`config.mk`:
```
export PLATFORM = sky130hd
export DESIGN_NAME = top_k_source_selector
export DESIGN_NICKNAME = d
export VERILOG_FILES = /design/src/rtl/tks_pkg.sv /design/src/rtl/tks_entry_ram.sv /design/src/rtl/tks_out_stage.sv /design/src/rtl/tks_ctrl.sv /design/src/rtl/top_k_source_selector.sv
export SDC_FILE = /design/constraint.sdc
export NUM_CORES = 1
export LEC_CHECK = 0
export ABC_AREA = 0
export BUFFER_PORTS_ARGS = -buffer_cell sky130_fd_sc_hd__buf_2
export CAP_MARGIN = 20
export CELL_PAD_IN_SITES_DETAIL_PLACEMENT = 0
export CELL_PAD_IN_SITES_GLOBAL_PLACEMENT = 2
export CORE_MARGIN = 1
export CORE_UTILIZATION = 30
export CTS_BUF_LIST = sky130_fd_sc_hd__clkbuf_16
export DETAILED_ROUTE_END_ITERATION = 16
export HOLD_SLACK_MARGIN = 0.05
export PLACE_DENSITY_LB_ADDON = 0.05
export SYNTH_ARGS = -nofsm -noshare
export SYNTH_HDL_FRONTEND = slang
export SYNTH_SLANG_ARGS = --single-unit
```
`constraint.sdc`:
```
create_clock -name aclk -period 26.4 [get_ports aclk]
set_input_delay 1.32 -clock aclk [delete_from_list [all_inputs] [get_ports aclk]]
set_output_delay 1.32 -clock aclk [all_outputs]
set_load 0.005 [all_outputs]
```
`src/rtl/tks_pkg.sv`:
```
// Shared types and constants for the top-k source selector.
// Used by tks_entry_ram, tks_ctrl, tks_out_stage and top_k_source_selector.
`default_nettype none

package tks_pkg;

    localparam int CAPACITY = 16;
    localparam int IDX_W    = (CAPACITY > 1) ? $clog2(CAPACITY) : 1;
    localparam int CNT_W    = $clog2(CAPACITY + 1);
    localparam int KEEP_W   = 5;
    localparam int CMP_W    = (CNT_W > KEEP_W) ? CNT_W : KEEP_W;

    localparam logic [KEEP_W-1:0] KEEP_RESET = KEEP_W'(10);

    localparam logic [1:0] OP_RANKED = 2'd0;
    localparam logic [1:0] OP_FILL   = 2'd1;
    localparam logic [1:0] OP_OLD    = 2'd2;
    localparam logic [1:0] OP_DRAIN  = 2'd3;

    typedef struct packed {
        logic [31:0] id;
        logic [15:0] port;
        logic [15:0] parts;
    } entry_t;

    typedef struct packed {
        logic             rd_en;
        logic [IDX_W-1:0] rd_addr;
        logic             wr_en;
        logic [IDX_W-1:0] wr_addr;
        entry_t           wr_data;
    } mem_req_t;

    typedef struct packed {
        logic   load;
        entry_t data;
        logic   valid;
        logic   last;
    } out_load_t;

    // max_keep clamped to 1..CAPACITY
    function automatic logic [CNT_W-1:0] limit_of(input logic [KEEP_W-1:0] keep);
        logic [CMP_W-1:0] wide;
        wide = CMP_W'(keep);
        if (wide == '0) begin
            wide = CMP_W'(1);
        end else if (wide > CMP_W'(CAPACITY)) begin
            wide = CMP_W'(CAPACITY);
        end
        return CNT_W'(wide);
    endfunction

endpackage

`default_nettype wire

```
`src/rtl/tks_entry_ram.sv`:
```
// Entry store: one write port, one read port, registered read data.
// Depends on tks_pkg for CAPACITY and the entry layout.
`default_nettype none

module tks_entry_ram
    import tks_pkg::*;
(
    input  wire logic     aclk,
    input  wire mem_req_t req,
    output entry_t        rd_data
);

    entry_t mem_array [CAPACITY];
    entry_t rd_data_reg;

    always_ff @(posedge aclk) begin
        if (req.wr_en) begin
            mem_array[req.wr_addr] <= req.wr_data;
        end
        if (req.rd_en) begin
            rd_data_reg <= mem_array[req.rd_addr];
        end
    end

    assign rd_data = rd_data_reg;

endmodule

`default_nettype wire

```
`src/rtl/tks_out_stage.sv`:
```
// Result register between the sequencer and the m_ channel.
// Depends on tks_pkg for entry_t and out_load_t.
`default_nettype none

module tks_out_stage
    import tks_pkg::*;
(
    input  wire logic       aclk,
    input  wire logic       aresetn,
    input  wire out_load_t  load,
    output logic            free,
    output logic            m_valid,
    input  wire logic       m_ready,
    output logic [31:0]     m_out_id,
    output logic [15:0]     m_out_port,
    output logic [15:0]     m_out_parts,
    output logic            m_out_valid,
    output logic            m_out_last
);

    logic   m_valid_reg;
    entry_t data_reg;
    logic   ovalid_reg;
    logic   last_reg;

    always_ff @(posedge aclk) begin
        if (!aresetn) begin
            m_valid_reg <= 1'b0;
        end else if (load.load) begin
            m_valid_reg <= 1'b1;
        end else if (m_ready) begin
            m_valid_reg <= 1'b0;
        end
    end

    always_ff @(posedge aclk) begin
        if (load.load) begin
            data_reg   <= load.data;
            ovalid_reg <= load.valid;
            last_reg   <= load.last;
        end
    end

    assign free        = !m_valid_reg || m_ready;
    assign m_valid     = m_valid_reg;
    assign m_out_id    = data_reg.id;
    assign m_out_port  = data_reg.port;
    assign m_out_parts = data_reg.parts;
    assign m_out_valid = ovalid_reg;
    assign m_out_last  = last_reg;

endmodule

`default_nettype wire

```
`src/rtl/tks_ctrl.sv`:
```
// Sequencer: scans, shifts, appends to and drains the entry store.
// Depends on tks_pkg; drives tks_entry_ram and tks_out_stage.
`default_nettype none

module tks_ctrl
    import tks_pkg::*;
(
    input  wire logic              aclk,
    input  wire logic              aresetn,
    input  wire logic              cfg_valid,
    input  wire logic [KEEP_W-1:0] cfg_max_keep,
    input  wire logic              s_valid,
    output logic                   s_ready,
    input  wire logic [1:0]        s_opcode,
    input  wire logic [31:0]       s_source_id,
    input  wire logic [15:0]       s_source_port,
    input  wire logic [15:0]       s_part_count,
    input  wire logic              s_is_low_id,
    output mem_req_t               mem_req,
    input  wire entry_t            rd_data,
    input  wire logic              out_free,
    output out_load_t              out_load
);

    localparam logic [2:0] S_IDLE     = 3'd0;
    localparam logic [2:0] S_TAIL     = 3'd1;
    localparam logic [2:0] S_SCAN     = 3'd2;
    localparam logic [2:0] S_SHIFT    = 3'd3;
    localparam logic [2:0] S_PLACE    = 3'd4;
    localparam logic [2:0] S_DEDUP    = 3'd5;
    localparam logic [2:0] S_DRAIN_RD = 3'd6;
    localparam logic [2:0] S_DRAIN_WR = 3'd7;

    logic [2:0]        state_reg, state_next;
    logic [CNT_W-1:0]  count_reg, count_next;
    logic [CNT_W-1:0]  idx_reg, idx_next;
    logic [CNT_W-1:0]  pos_reg, pos_next;
    logic [KEEP_W-1:0] keep_reg;
    entry_t            item_reg, item_next;

    logic [CNT_W-1:0]  lim;
    logic [CNT_W-1:0]  idx_inc;
    logic [CNT_W-1:0]  idx_dec;
    logic [CNT_W-1:0]  cnt_dec;
    logic              in_fire;
    logic              drain_last;

    assign lim        = limit_of(keep_reg);
    assign idx_inc    = idx_reg + CNT_W'(1);
    assign idx_dec    = idx_reg - CNT_W'(1);
    assign cnt_dec    = count_reg - CNT_W'(1);
    assign s_ready    = (state_reg == S_IDLE);
    assign in_fire    = s_valid && s_ready;
    assign drain_last = (idx_inc == count_reg);

    always_comb begin
        state_next = state_reg;
        count_next = count_reg;
        idx_next   = idx_reg;
        pos_next   = pos_reg;
        item_next  = item_reg;
        mem_req    = '0;
        out_load   = '0;

        unique case (state_reg)
            S_IDLE: begin
                if (in_fire) begin
                    item_next.id    = s_source_id;
                    item_next.port  = s_source_port;
                    item_next.parts = (s_opcode == OP_OLD) ? 16'd0 : s_part_count;
                    idx_next        = '0;
                    if (s_opcode == OP_DRAIN) begin
                        state_next = S_DRAIN_RD;
                    end else if (!s_is_low_id) begin
                        if (s_opcode == OP_RANKED) begin
                            if (count_reg >= lim) begin
                                // full: compare against the tail first
                                mem_req.rd_en   = 1'b1;
                                mem_req.rd_addr = cnt_dec[IDX_W-1:0];
                                state_next      = S_TAIL;
                            end else if (count_reg == '0) begin
                                mem_req.wr_en   = 1'b1;
                                mem_req.wr_addr = '0;
                                mem_req.wr_data = item_next;
                                count_next      = CNT_W'(1);
                            end else begin
                                mem_req.rd_en   = 1'b1;
                                mem_req.rd_addr = '0;
                                state_next      = S_SCAN;
                            end
                        end else if (count_reg < lim) begin
                            if (s_opcode == OP_FILL || count_reg == '0) begin
                                mem_req.wr_en   = 1'b1;
                                mem_req.wr_addr = count_reg[IDX_W-1:0];
                                mem_req.wr_data = item_next;
                                count_next      = count_reg + CNT_W'(1);
                            end else begin
                                mem_req.rd_en   = 1'b1;
                                mem_req.rd_addr = '0;
                                state_next      = S_DEDUP;
                            end
                        end
                    end
                end
            end

            S_TAIL: begin
                if (item_reg.parts <= rd_data.parts) begin
                    state_next = S_IDLE;
                end else if (cnt_dec == '0) begin
                    // single entry list: overwrite in place
                    mem_req.wr_en   = 1'b1;
                    mem_req.wr_addr = '0;
                    mem_req.wr_data = item_reg;
                    state_next      = S_IDLE;
                end else begin
                    count_next      = cnt_dec;
                    mem_req.rd_en   = 1'b1;
                    mem_req.rd_addr = '0;
                    state_next      = S_SCAN;
                end
            end

            S_SCAN: begin
                if (rd_data.parts > item_reg.parts) begin
                    if (idx_inc == count_reg) begin
                        mem_req.wr_en   = 1'b1;
                        mem_req.wr_addr = count_reg[IDX_W-1:0];
                        mem_req.wr_data = item_reg;
                        count_next      = count_reg + CNT_W'(1);
                        state_next      = S_IDLE;
                    end else begin
                        mem_req.rd_en   = 1'b1;
                        mem_req.rd_addr = idx_inc[IDX_W-1:0];
                        idx_next        = idx_inc;
                    end
                end else begin
                    // insertion point found; move the tail part up from the end
                    pos_next        = idx_reg;
                    idx_next        = cnt_dec;
                    mem_req.rd_en   = 1'b1;
                    mem_req.rd_addr = cnt_dec[IDX_W-1:0];
                    state_next      = S_SHIFT;
                end
            end

            S_SHIFT: begin
                mem_req.wr_en   = 1'b1;
                mem_req.wr_addr = idx_inc[IDX_W-1:0];
                mem_req.wr_data = rd_data;
                if (idx_reg == pos_reg) begin
                    state_next = S_PLACE;
                end else begin
                    mem_req.rd_en   = 1'b1;
                    mem_req.rd_addr = idx_dec[IDX_W-1:0];
                    idx_next        = idx_dec;
                end
            end

            S_PLACE: begin
                mem_req.wr_en   = 1'b1;
                mem_req.wr_addr = pos_reg[IDX_W-1:0];
                mem_req.wr_data = item_reg;
                count_next      = count_reg + CNT_W'(1);
                state_next      = S_IDLE;
            end

            S_DEDUP: begin
                if (rd_data.id == item_reg.id && rd_data.port == item_reg.port) begin
                    state_next = S_IDLE;
                end else if (idx_inc == count_reg) begin
                    mem_req.wr_en   = 1'b1;
                    mem_req.wr_addr = count_reg[IDX_W-1:0];
                    mem_req.wr_data = item_reg;
                    count_next      = count_reg + CNT_W'(1);
                    state_next      = S_IDLE;
                end else begin
                    mem_req.rd_en   = 1'b1;
                    mem_req.rd_addr = idx_inc[IDX_W-1:0];
                    idx_next        = idx_inc;
                end
            end

            S_DRAIN_RD: begin
                if (out_free) begin
                    if (count_reg == '0) begin
                        out_load.load  = 1'b1;
                        out_load.data  = '0;
                        out_load.valid = 1'b0;
                        out_load.last  = 1'b1;
                        state_next     = S_IDLE;
                    end else begin
                        mem_req.rd_en   = 1'b1;
                        mem_req.rd_addr = idx_reg[IDX_W-1:0];
                        state_next      = S_DRAIN_WR;
                    end
                end
            end

            S_DRAIN_WR: begin
                // result register was free when the read was issued
                out_load.load  = 1'b1;
                out_load.data  = rd_data;
                out_load.valid = 1'b1;
                out_load.last  = drain_last;
                if (drain_last) begin
                    count_next = '0;
                    state_next = S_IDLE;
                end else begin
                    idx_next   = idx_inc;
                    state_next = S_DRAIN_RD;
                end
            end

            default: begin
                state_next = S_IDLE;
            end
        endcase
    end

    always_ff @(posedge aclk) begin
        if (!aresetn) begin
            state_reg <= S_IDLE;
            count_reg <= '0;
            idx_reg   <= '0;
            pos_reg   <= '0;
            keep_reg  <= KEEP_RESET;
        end else begin
            state_reg <= state_next;
            count_reg <= count_next;
            idx_reg   <= idx_next;
            pos_reg   <= pos_next;
            if (cfg_valid) begin
                keep_reg <= cfg_max_keep;
            end
        end
    end

    always_ff @(posedge aclk) begin
        item_reg <= item_next;
    end

    a_count_bound: assert property (@(posedge aclk) disable iff (!aresetn)
        count_reg <= CNT_W'(CAPACITY))
        else $error("entry count above capacity");

    a_shift_window: assert property (@(posedge aclk) disable iff (!aresetn)
        state_reg == S_SHIFT |-> (idx_reg >= pos_reg && idx_reg < count_reg))
        else $error("shift pointer outside the moved range");

    a_drain_empties: assert property (@(posedge aclk) disable iff (!aresetn)
        (state_reg == S_DRAIN_WR && drain_last) |=> (count_reg == '0 && state_reg == S_IDLE))
        else $error("list not emptied after final drain transaction");

    a_drain_load_free: assert property (@(posedge aclk) disable iff (!aresetn)
        out_load.load |-> out_free)
        else $error("result register loaded while still occupied");

endmodule

`default_nettype wire

```
`src/rtl/top_k_source_selector.sv`:
```
// Top level of the top-k source selector.
// Depends on tks_pkg, tks_entry_ram, tks_out_stage and tks_ctrl.
//
// Usage:
//   s_ channel: one command per transaction (ranked insert, fill append,
//   old-source append with dedup, drain). s_ready is high only while the
//   sequencer is idle; one command is worked at a time.
//   m_ channel: drain results only, head to tail, m_out_last on the final one.
//   A drain of an empty list gives one result with m_out_valid low.
//   cfg channel: writes max_keep; always ready, write only while idle.
// Command steps; the entry RAM takes one read and one write a cycle:
//   fill append writes at the tail; old-source append reads from the head for
//   a duplicate, then writes at the tail; ranked insert checks the tail first
//   when full, scans from head to the insertion point, then moves the entries
//   behind it up from the tail, one a cycle; drain loads each entry in turn.
// A stalled receiver holds the result register; the drain then waits before
// each RAM read until that register frees. A command is still taken while a
// finished result waits. Reset empties the list and sets max_keep to 10;
// the RAM contents need no clearing since only entries below the count are read.
`default_nettype none

module top_k_source_selector
    import tks_pkg::*;
(
    input  wire logic              aclk,
    input  wire logic              aresetn,
    input  wire logic              cfg_valid,
    output logic                   cfg_ready,
    input  wire logic [KEEP_W-1:0] cfg_max_keep,
    input  wire logic              s_valid,
    output logic                   s_ready,
    input  wire logic [1:0]        s_opcode,
    input  wire logic [31:0]       s_source_id,
    input  wire logic [15:0]       s_source_port,
    input  wire logic [15:0]       s_part_count,
    input  wire logic              s_is_low_id,
    output logic                   m_valid,
    input  wire logic              m_ready,
    output logic [31:0]            m_out_id,
    output logic [15:0]            m_out_port,
    output logic [15:0]            m_out_parts,
    output logic                   m_out_valid,
    output logic                   m_out_last
);

    mem_req_t  mem_req;
    entry_t    rd_data;
    out_load_t out_load;
    logic      out_free;

    assign cfg_ready = 1'b1;

    tks_entry_ram u_ram (
        .aclk    (aclk),
        .req     (mem_req),
        .rd_data (rd_data)
    );

    tks_ctrl u_ctrl (
        .aclk          (aclk),
        .aresetn       (aresetn),
        .cfg_valid     (cfg_valid),
        .cfg_max_keep  (cfg_max_keep),
        .s_valid       (s_valid),
        .s_ready       (s_ready),
        .s_opcode      (s_opcode),
        .s_source_id   (s_source_id),
        .s_source_port (s_source_port),
        .s_part_count  (s_part_count),
        .s_is_low_id   (s_is_low_id),
        .mem_req       (mem_req),
        .rd_data       (rd_data),
        .out_free      (out_free),
        .out_load      (out_load)
    );

    tks_out_stage u_out (
        .aclk        (aclk),
        .aresetn     (aresetn),
        .load        (out_load),
        .free        (out_free),
        .m_valid     (m_valid),
        .m_ready     (m_ready),
        .m_out_id    (m_out_id),
        .m_out_port  (m_out_port),
        .m_out_parts (m_out_parts),
        .m_out_valid (m_out_valid),
        .m_out_last  (m_out_last)
    );

endmodule

`default_nettype wire

```
==> results.rst, run 1 <==
.. list-table::
   :header-rows: 1

   * - Metric
     - Value
   * - Resize count post-CTS
     - 0
   * - Fillers
     - about 16000
   * - Clock tree sinks
     - 1242
   * - Post-CTS Hold Fix Bufs
     - 0
   * - Number of rows in the core area
     - around 150
   * - Library cell used as clock root buffer
     - sky130_fd_sc_hd__clkbuf_16
   * - Setup bufs post-CTS
     - 0
   * - Height of the die
     - ~400 um
   * - Clock slew at reported path FFs
     - around 0.06 ns
   * - Portion of the clock cycle consumed by the worst path in the final layout
     - 27.0%
   * - Leak
     - ~19 nW
   * - Clock network fraction of design power
     - about a third
   * - Number of instances in the synthesized netlist
     - approximately 3000
   * - Detailed-routing iteration count for the pre-antenna-repair pass
     - 14
   * - Max rail drop VDD
     - roughly 0.072 mV
   * - Worst R2R Path Depth
     - 12
   * - Input/output buffers
     - 144
   * - Total congestion overflow after global routing
     - 0
   * - Antenna-violating nets left
     - 0
   * - Maximum buffer depth of the clock tree
     - 3
   * - Avg Cell Area, Syn
     - 16.7 um^2
   * - Clk_skew
     - around 0.035 ns
   * - Cell depth of the worst hold path
     - 2
   * - Count of antenna diodes in the layout
     - 0
   * - Category of the worst setup path capture point
     - register
   * - Worst Path Required
     - between 20 and 30 ns
   * - Sequential element share of the synthesized area
     - 74.1%
   * - Switching pwr
     - 2.03 mW
   * - Ratio of total power to cell area
     - about 110 mW/mm^2
   * - Slew at the pin with the worst max-slew slack
     - around 1.2 ns
   * - Antenna violations before repair
     - 2
   * - Worst Slack Setup Final
     - 19.27 ns
   * - Number of unique standard cell types used by synthesis
     - 76
   * - DRC violation count after routing
     - 0
   * - Placed wire-length estimate after detailed placement
     - 89.9 mm
   * - Combinational cell fraction of total power
     - 24.7%
   * - Yosys reg bits
     - about 1200
   * - I/O pin cnt
     - 146
   * - Post-synthesis instance area
     - 0.0500 mm^2
   * - Setup TNS
     - 0 ns
   * - Post-detailed-route via-to-cell ratio
     - 5.12
   * - Total via count after detailed routing
     - 28200
   * - Die W
     - a little over 400 um
   * - Pin count of the biggest net entering global routing
     - 101
   * - Via count of the first global-routing pass
     - 29100
   * - First-pass GRT wire length
     - ~230 mm
   * - Number of flip-flops in the largest register
     - 1024
   * - GP Congestion
     - 0.792
   * - Synth warn
     - 0
   * - Nets
     - 3302
   * - Max_cap viols
     - 0
   * - Clock tree from TritonCTS
     - done
   * - Core Footprint
     - 0.165 mm^2
   * - Final Core Density
     - roughly a third
   * - GR Util All Layers
     - approximately a fifth
   * - Sequential cell fraction of total power
     - 43.8%
   * - Sort of element at the start of the critical path
     - register
   * - Worst Hold Path EP
     - u_ctrl.pos_reg[4]
   * - Worst reg2reg endpoint
     - u_ram.rd_data[31]
   * - Fmax
     - approximately 140 MHz
   * - Sw Share
     - 32.8%
   * - Relative max-transition margin
     - between 20% and 30%
   * - Share of flip-flops with an asynchronous set or reset
     - 0%
   * - Place WS
     - 18.98 ns
   * - Run status
     - finished clean
   * - Setup repair after global routing missed its margin
     - false
   * - Die footprint
     - 0.168 mm^2
   * - Final setup violating endpoints
     - 0
   * - Net count of the mapped netlist
     - approximately 3100
   * - Reg2reg start
     - u_ctrl.state_reg[1]
   * - Data arrival, critical path
     - 7.77 ns
   * - Number of enable-type register cells in the synthesized netlist
     - approximately 1200
   * - Number of design-rule violations left by the first detailed-router iteration
     - 2322
   * - Initial cell density of the core
     - about 30%
   * - Proportion of layout cells with a drive suffix above 1
     - roughly 18%
   * - Clock latency at the later pin of the worst-skew pair
     - 0.78 ns
   * - Worst hold start
     - u_ctrl.pos_reg[4]
   * - Level count of the clock H-tree
     - 4
   * - Worst setup path class
     - reg2reg
   * - Routed wire length
     - 163 mm
   * - Post-detailed-route wirelength per cell
     - 29.6 um
   * - Register-to-Register Setup Slack
     - 19.27 ns
   * - Final hold vios
     - 0
   * - Cell internal pwr
     - 4.18 mW
   * - Most frequently used flop master after synthesis
     - sky130_fd_sc_hd__edfxtp_1
   * - Maximum fanout count along the critical path
     - 54
   * - Number of buffers inserted during clock tree synthesis
     - 146
   * - Min cycle time layout
     - between 7 and 8 ns
   * - Synth-to-layout area growth
     - 16.2%
   * - Max-slew violations
     - 0
   * - Worst min-delay path category
     - reg2reg
## cells by family (layout without fill, tap and decap cells)
kind of cell	Yosys count	after routing	synth area share, %
AO/OA/AOI/OAI	452	452	7.33
XOR/XNOR	65	65	1.17
adder cells (fa/ha/maj)	27	27	0.675
buffers and inverters	250	561	2.21
flip-flops	1242	1242	74.1
multiplexers	461	461	9.54
other	1	1	0.00749
AND/OR/NAND/NOR	505	505	5.01
## layout make-up
class,instances,area (um^2),share of cell area [%]
multi-input cells,1511,12100,20.8
clock inverters,115,897,1.54
clock buffers,149,3730,6.41
flip-flops and latches,1242,37100,63.7
inverters,79,297,0.510
repair buffers,218,1310,2.25
well taps,2189,2740,4.71
## stage by stage
step / hold slack, ns / cell area [um^2] / instances / power [mW]
2_1_floorplan: 0.457 / 50000 / 3003 / 3.62
3_3_place_gp: 0.476 / 53500 / 5236 / 4.32
3_5_place_dp: 0.483 / 53500 / 5238 / 4.33
4_1_cts: 0.492 / 58100 / 5502 / 6.31
5_1_grt: 0.524 / 58100 / 5503 / 6.49
6_report: 0.486 / 58100 / 5503 / 6.21
## per-layer routing
layer	up-vias	wire length, um	global-route usage, %	share of wire (%)
li1	12300	-	-	-
met1	14900	73400	26.1	45
met2	740	77700	31.4	48
met3	228	7240	3.00	4.4
met4	2	4330	5.83	2.7
met5	-	13	0	0.0080
## worst max-delay path by stage
stage	end	slack, ns	cells after the start	startpoint
after CTS	u_ram.rd_data[45]	19.18	12	u_ctrl.state_reg[1]
after global routing	u_ram.rd_data[26]	18.71	12	u_ctrl.state_reg[1]
after detailed placement	u_ram.rd_data[45]	18.98	12	s_valid
final	u_ram.rd_data[31]	19.27	12	u_ctrl.state_reg[1]
after global placement	u_ram.rd_data[45]	19.10	12	s_valid
after floorplan	u_ram.mem_array[0][0]	17.51	5	s_valid
## power by group through the flow
stage / registers [mW] / clock network, mW / logic (mW)
after floorplan: 2.70 / 0 / 0.923
after global routing: 2.74 / 2.08 / 1.67
final: 2.72 / 1.95 / 1.54
after CTS: 2.72 / 2.01 / 1.57
after global placement: 2.76 / 0 / 1.55
after detailed placement: 2.76 / 0 / 1.57
## cells in the final DEF (no fill, tap or decap), types with 49 or more instances in the layout
master and count:
sky130_fd_sc_hd__nand2_1 196, sky130_fd_sc_hd__a22oi_1 91, sky130_fd_sc_hd__edfxtp_1 1218, sky130_fd_sc_hd__buf_2 144, sky130_fd_sc_hd__nor2_1 49, sky130_fd_sc_hd__buf_4 72, sky130_fd_sc_hd__mux2i_1 333, sky130_fd_sc_hd__xor2_1 53
sky130_fd_sc_hd__inv_1 108, sky130_fd_sc_hd__and3_1 68, sky130_fd_sc_hd__a32oi_1 58, sky130_fd_sc_hd__clkbuf_16 149, sky130_fd_sc_hd__o22ai_1 66, sky130_fd_sc_hd__mux2_2 121, sky130_fd_sc_hd__and2_1 70
## worst max-delay path: stages (launching register included)
cell and delay [ns]:
sky130_fd_sc_hd__dfxtp_1 0.76, sky130_fd_sc_hd__clkinv_1 0.78, sky130_fd_sc_hd__nor2_1 0.43, sky130_fd_sc_hd__nor4b_1 0.71, sky130_fd_sc_hd__o21ba_2 0.25, sky130_fd_sc_hd__o221ai_1 0.21, sky130_fd_sc_hd__a221o_4 0.80, sky130_fd_sc_hd__buf_4 0.85
sky130_fd_sc_hd__or3_4 0.45, sky130_fd_sc_hd__buf_4 0.89, sky130_fd_sc_hd__o22ai_1 0.24, sky130_fd_sc_hd__a221oi_1 0.29, sky130_fd_sc_hd__and3_1 0.19
## cell usage after synthesis (27+ instances only)
| library cell | count | area share, % |
|---|---|---|
| sky130_fd_sc_hd__edfxtp_1 | 1218 | 73 |
| sky130_fd_sc_hd__mux2i_1 | 333 | 6.7 |
| sky130_fd_sc_hd__nand2_1 | 196 | 1.5 |
| sky130_fd_sc_hd__mux2_2 | 121 | 2.7 |
| sky130_fd_sc_hd__a22oi_1 | 91 | 1.4 |
| sky130_fd_sc_hd__clkbuf_1 | 77 | 0.58 |
| sky130_fd_sc_hd__inv_1 | 76 | 0.57 |
| sky130_fd_sc_hd__and2_1 | 71 | 0.89 |
| sky130_fd_sc_hd__buf_2 | 71 | 0.71 |
| sky130_fd_sc_hd__and3_1 | 70 | 0.88 |
| sky130_fd_sc_hd__nor2_1 | 67 | 0.50 |
| sky130_fd_sc_hd__o22ai_1 | 66 | 0.83 |
| sky130_fd_sc_hd__a32oi_1 | 58 | 1.0 |
| sky130_fd_sc_hd__xor2_1 | 53 | 0.93 |
| sky130_fd_sc_hd__a222oi_1 | 48 | 0.96 |
| sky130_fd_sc_hd__a21oi_1 | 41 | 0.41 |
| sky130_fd_sc_hd__a221oi_1 | 35 | 0.61 |
| sky130_fd_sc_hd__a221oi_2 | 30 | 0.90 |
| sky130_fd_sc_hd__nor3_1 | 28 | 0.28 |
| sky130_fd_sc_hd__ha_1 | 27 | 0.68 |
No activity file was read; power rests on OpenSTA's default activity.
==> inputs of run 2 (changes only) <==
==> constraint.sdc (replaced) <==
create_clock -name aclk -period 6.65 [get_ports aclk]
set_input_delay 0.3325 -clock aclk [delete_from_list [all_inputs] [get_ports aclk]]
set_output_delay 0.3325 -clock aclk [all_outputs]
set_load 0.005 [all_outputs]
==> results.rst, run 2 (synthesis gave the netlist of run 1 again) <==
.. list-table::
   :header-rows: 1

   * - Metric
     - Value
   * - Cell depth of the worst hold path
     - 5
   * - Setup TNS
     - 0 ns
   * - Max-slew violations
     - 0
   * - Reg2reg start
     - u_ram.rd_data[46]
   * - Cell count after placement
     - 5253
   * - Worst Path Required
     - about 7.1 ns
   * - Combinational cell fraction of total power
     - roughly 25%
   * - Initial cell density of the core
     - a little over 30%
   * - Switching pwr
     - between 7 and 8 mW
   * - Total via count after detailed routing
     - 28300
   * - Worst Slack Setup Final
     - 0.734 ns
   * - Proportion of layout cells with a drive suffix above 1
     - 18.2%
   * - Final Core Density
     - 36.0%
   * - Overall power
     - 24.7 mW
   * - Pin count of the biggest net entering global routing
     - 94
   * - Sort of element at the start of the critical path
     - register
   * - Maximum buffer depth of the clock tree
     - 3
   * - Number of rows in the core area
     - 149
   * - Nets
     - about 3400
   * - Cell internal pwr
     - ~17 mW
   * - Worst hold-check slack
     - 0.199 ns
   * - GP Congestion
     - between 0.7 and 0.8
   * - Final Non-Filler Cells
     - 5588
   * - Die W
     - ~400 um
   * - Synth-to-layout area growth
     - 18.8%
   * - Setup repair after global routing missed its margin
     - false
   * - Core Footprint
     - 0.165 mm^2
   * - Slew at the pin with the worst max-slew slack
     - 1.19 ns
   * - Clock tree from TritonCTS
     - done
   * - Final hold vios
     - 0
   * - Portion of the clock cycle consumed by the worst path in the final layout
     - 89.0%
   * - Cell-by-cell listing of the critical path
     - xor2_1 -> nor4_1 -> nand4_1 -> or3_1 -> a22o_1 -> and2_1 -> o21bai_4 -> buf_4 -> o311ai_1 -> buf_4 -> nor2_4 -> buf_12
   * - DRC violation count after routing
     - 0
   * - Place WS
     - 0.661 ns
   * - Worst setup path class
     - reg2reg
   * - Worst reg2reg endpoint
     - u_ram.mem_array[1][23]
   * - Number of design-rule violations left by the first detailed-router iteration
     - ~2100
   * - Fmax
     - 169 MHz
   * - Min cycle time layout
     - 5.92 ns
   * - Worst min-delay path category
     - in2reg
   * - Final setup violating endpoints
     - 0
   * - Most frequent standard cell in the layout excluding fill and tap cells
     - sky130_fd_sc_hd__edfxtp_1
   * - Die footprint
     - 0.168 mm^2
   * - Clock tree sinks
     - 1242
   * - Clock latency at the later pin of the worst-skew pair
     - 0.77 ns
   * - Count of antenna diodes in the layout
     - 0
   * - Post-detailed-route wirelength per cell
     - 28.9 um
   * - Setup bufs post-CTS
     - 0
   * - Max_cap viols
     - 0
   * - Worst setup path end
     - u_ram.mem_array[1][23]
   * - Via count of the first global-routing pass
     - 29300
   * - First-pass GRT wire length
     - 226 mm
   * - Master of the slowest instance on the critical path
     - sky130_fd_sc_hd__buf_4
   * - Sw Share
     - around a third
   * - Number of flip-flops in the largest register
     - 1024
   * - Clk_skew
     - 0.0358 ns
   * - Register-to-Register Setup Slack
     - approximately 0.73 ns
   * - Maximum fanout count along the critical path
     - 49
   * - Relative max-transition margin
     - 20.8%
   * - Setup crit start
     - u_ram.rd_data[46]
   * - Level count of the clock H-tree
     - 4
   * - Data arrival, critical path
     - 6.36 ns
   * - Detailed-routing iteration count for the pre-antenna-repair pass
     - 14
   * - Leak
     - 19.9 nW
   * - Area after detailed placement
     - 0.0541 mm^2
   * - Post-detailed-route via-to-cell ratio
     - 5.06
   * - Max rail drop VDD
     - 0.267 mV
   * - Library cell used as clock root buffer
     - sky130_fd_sc_hd__clkbuf_16
   * - Run status
     - finished clean
   * - Sequential cell fraction of total power
     - a little over two fifths
   * - Clock slew at reported path FFs
     - 0.06 ns
   * - Design Area, Final
     - a little under 0.06 mm^2
   * - Cell mode on critical path
     - sky130_fd_sc_hd__buf_4
   * - Category of the worst setup path capture point
     - register
   * - Ratio of total power to cell area
     - 415 mW/mm^2
   * - Input/output buffers
     - 144
   * - Critical Path Max Stage Delay
     - 0.93 ns
   * - Placed wire-length estimate after detailed placement
     - 90.2 mm
   * - Worst R2R Path Depth
     - 12
   * - Total congestion overflow after global routing
     - 0
   * - GR Util All Layers
     - 19.0%
   * - Number of buffers inserted during clock tree synthesis
     - 145
   * - Antenna-violating nets left
     - 0
   * - Height of the die
     - 410 um
   * - Clock network fraction of design power
     - 31.3%
   * - Routed wire length
     - 162 mm
   * - Highest-count cells in the layout ignoring fill and taps
     - 1218 x sky130_fd_sc_hd__edfxtp_1, 333 x sky130_fd_sc_hd__mux2i_1, 196 x sky130_fd_sc_hd__nand2_1
   * - Antenna violations before repair
     - 4
   * - I/O pin cnt
     - 146
==> run 2: cell count changes in the layout (fill, tap and decap cells not counted), sizes merged <==
cell         delta
clkinvlp        +1
clkinv         -10
clkbuf          +1
bufinv          +1
inv             -1
dlygate4sd3    +79
buf            +14
==> run 2: layout make-up <==
type / count / area, um^2
Clock buffer: 150 / 3750
Tap cell: 2189 / 2740
Fill cell: 15700 / 106000
Timing Repair Buffer: 311 / 2650
Multi-Input combinational cell: 1511 / 12100
Sequential cell: 1242 / 37100
Clock inverter: 106 / 836
Inverter: 79 / 297
==> run 2: power groups by stage <==
stage	clock, mW	sequential (mW)	combinational [mW]
floorplan	0	10.7	3.67
global placement	0	10.9	6.28
detailed placement	0	10.9	6.32
CTS	7.97	10.7	6.39
global route	8.24	10.8	6.75
finish	7.73	10.7	6.22
==> run 2: how the worst min path moves through the flow <==
stage / start / end / slack [ns]
after global routing: s_valid / u_ctrl.item_reg[60] / 0.16
after global placement: u_ctrl.pos_reg[4] / u_ctrl.pos_reg[4] / 0.48
final: s_valid / u_ctrl.idx_reg[1] / 0.20
after floorplan: s_source_port[0] / u_ctrl.item_reg[16] / 0.43
after detailed placement: u_ctrl.pos_reg[3] / u_ctrl.pos_reg[3] / 0.49
after CTS: s_valid / u_ctrl.idx_reg[1] / 0.11
==> run 2: worst max-delay path, delay by kind of cell, from the launching register on <==
kind / cells / cell delay (ns)
xor gates and xnor gates: 1 / 0.78
DFF: 1 / 0.46
buffers and inverters: 3 / 1.47
and+or+nand+nor: 5 / 1.88
AOI/OAI and AO/OA: 3 / 0.86
==> run 2: metal layers <==
metal	share of wire, %	vias to the layer above	track usage [%]	routed length (um)
met4	2.5	0	5.33	4100
met2	49	659	32.1	79200
met3	3.9	203	2.90	6230
li1	-	12500	-	-
met1	45	14900	25.3	72000
met5	0	-	0	0
==> run 2: repair_timing <==
| action | in CTS | in global routing |
|---|---|---|
| hold buffers | 79 | 0 |
| resized for setup | 0 | 0 |
| hold endpoints to repair | 76 | 0 |
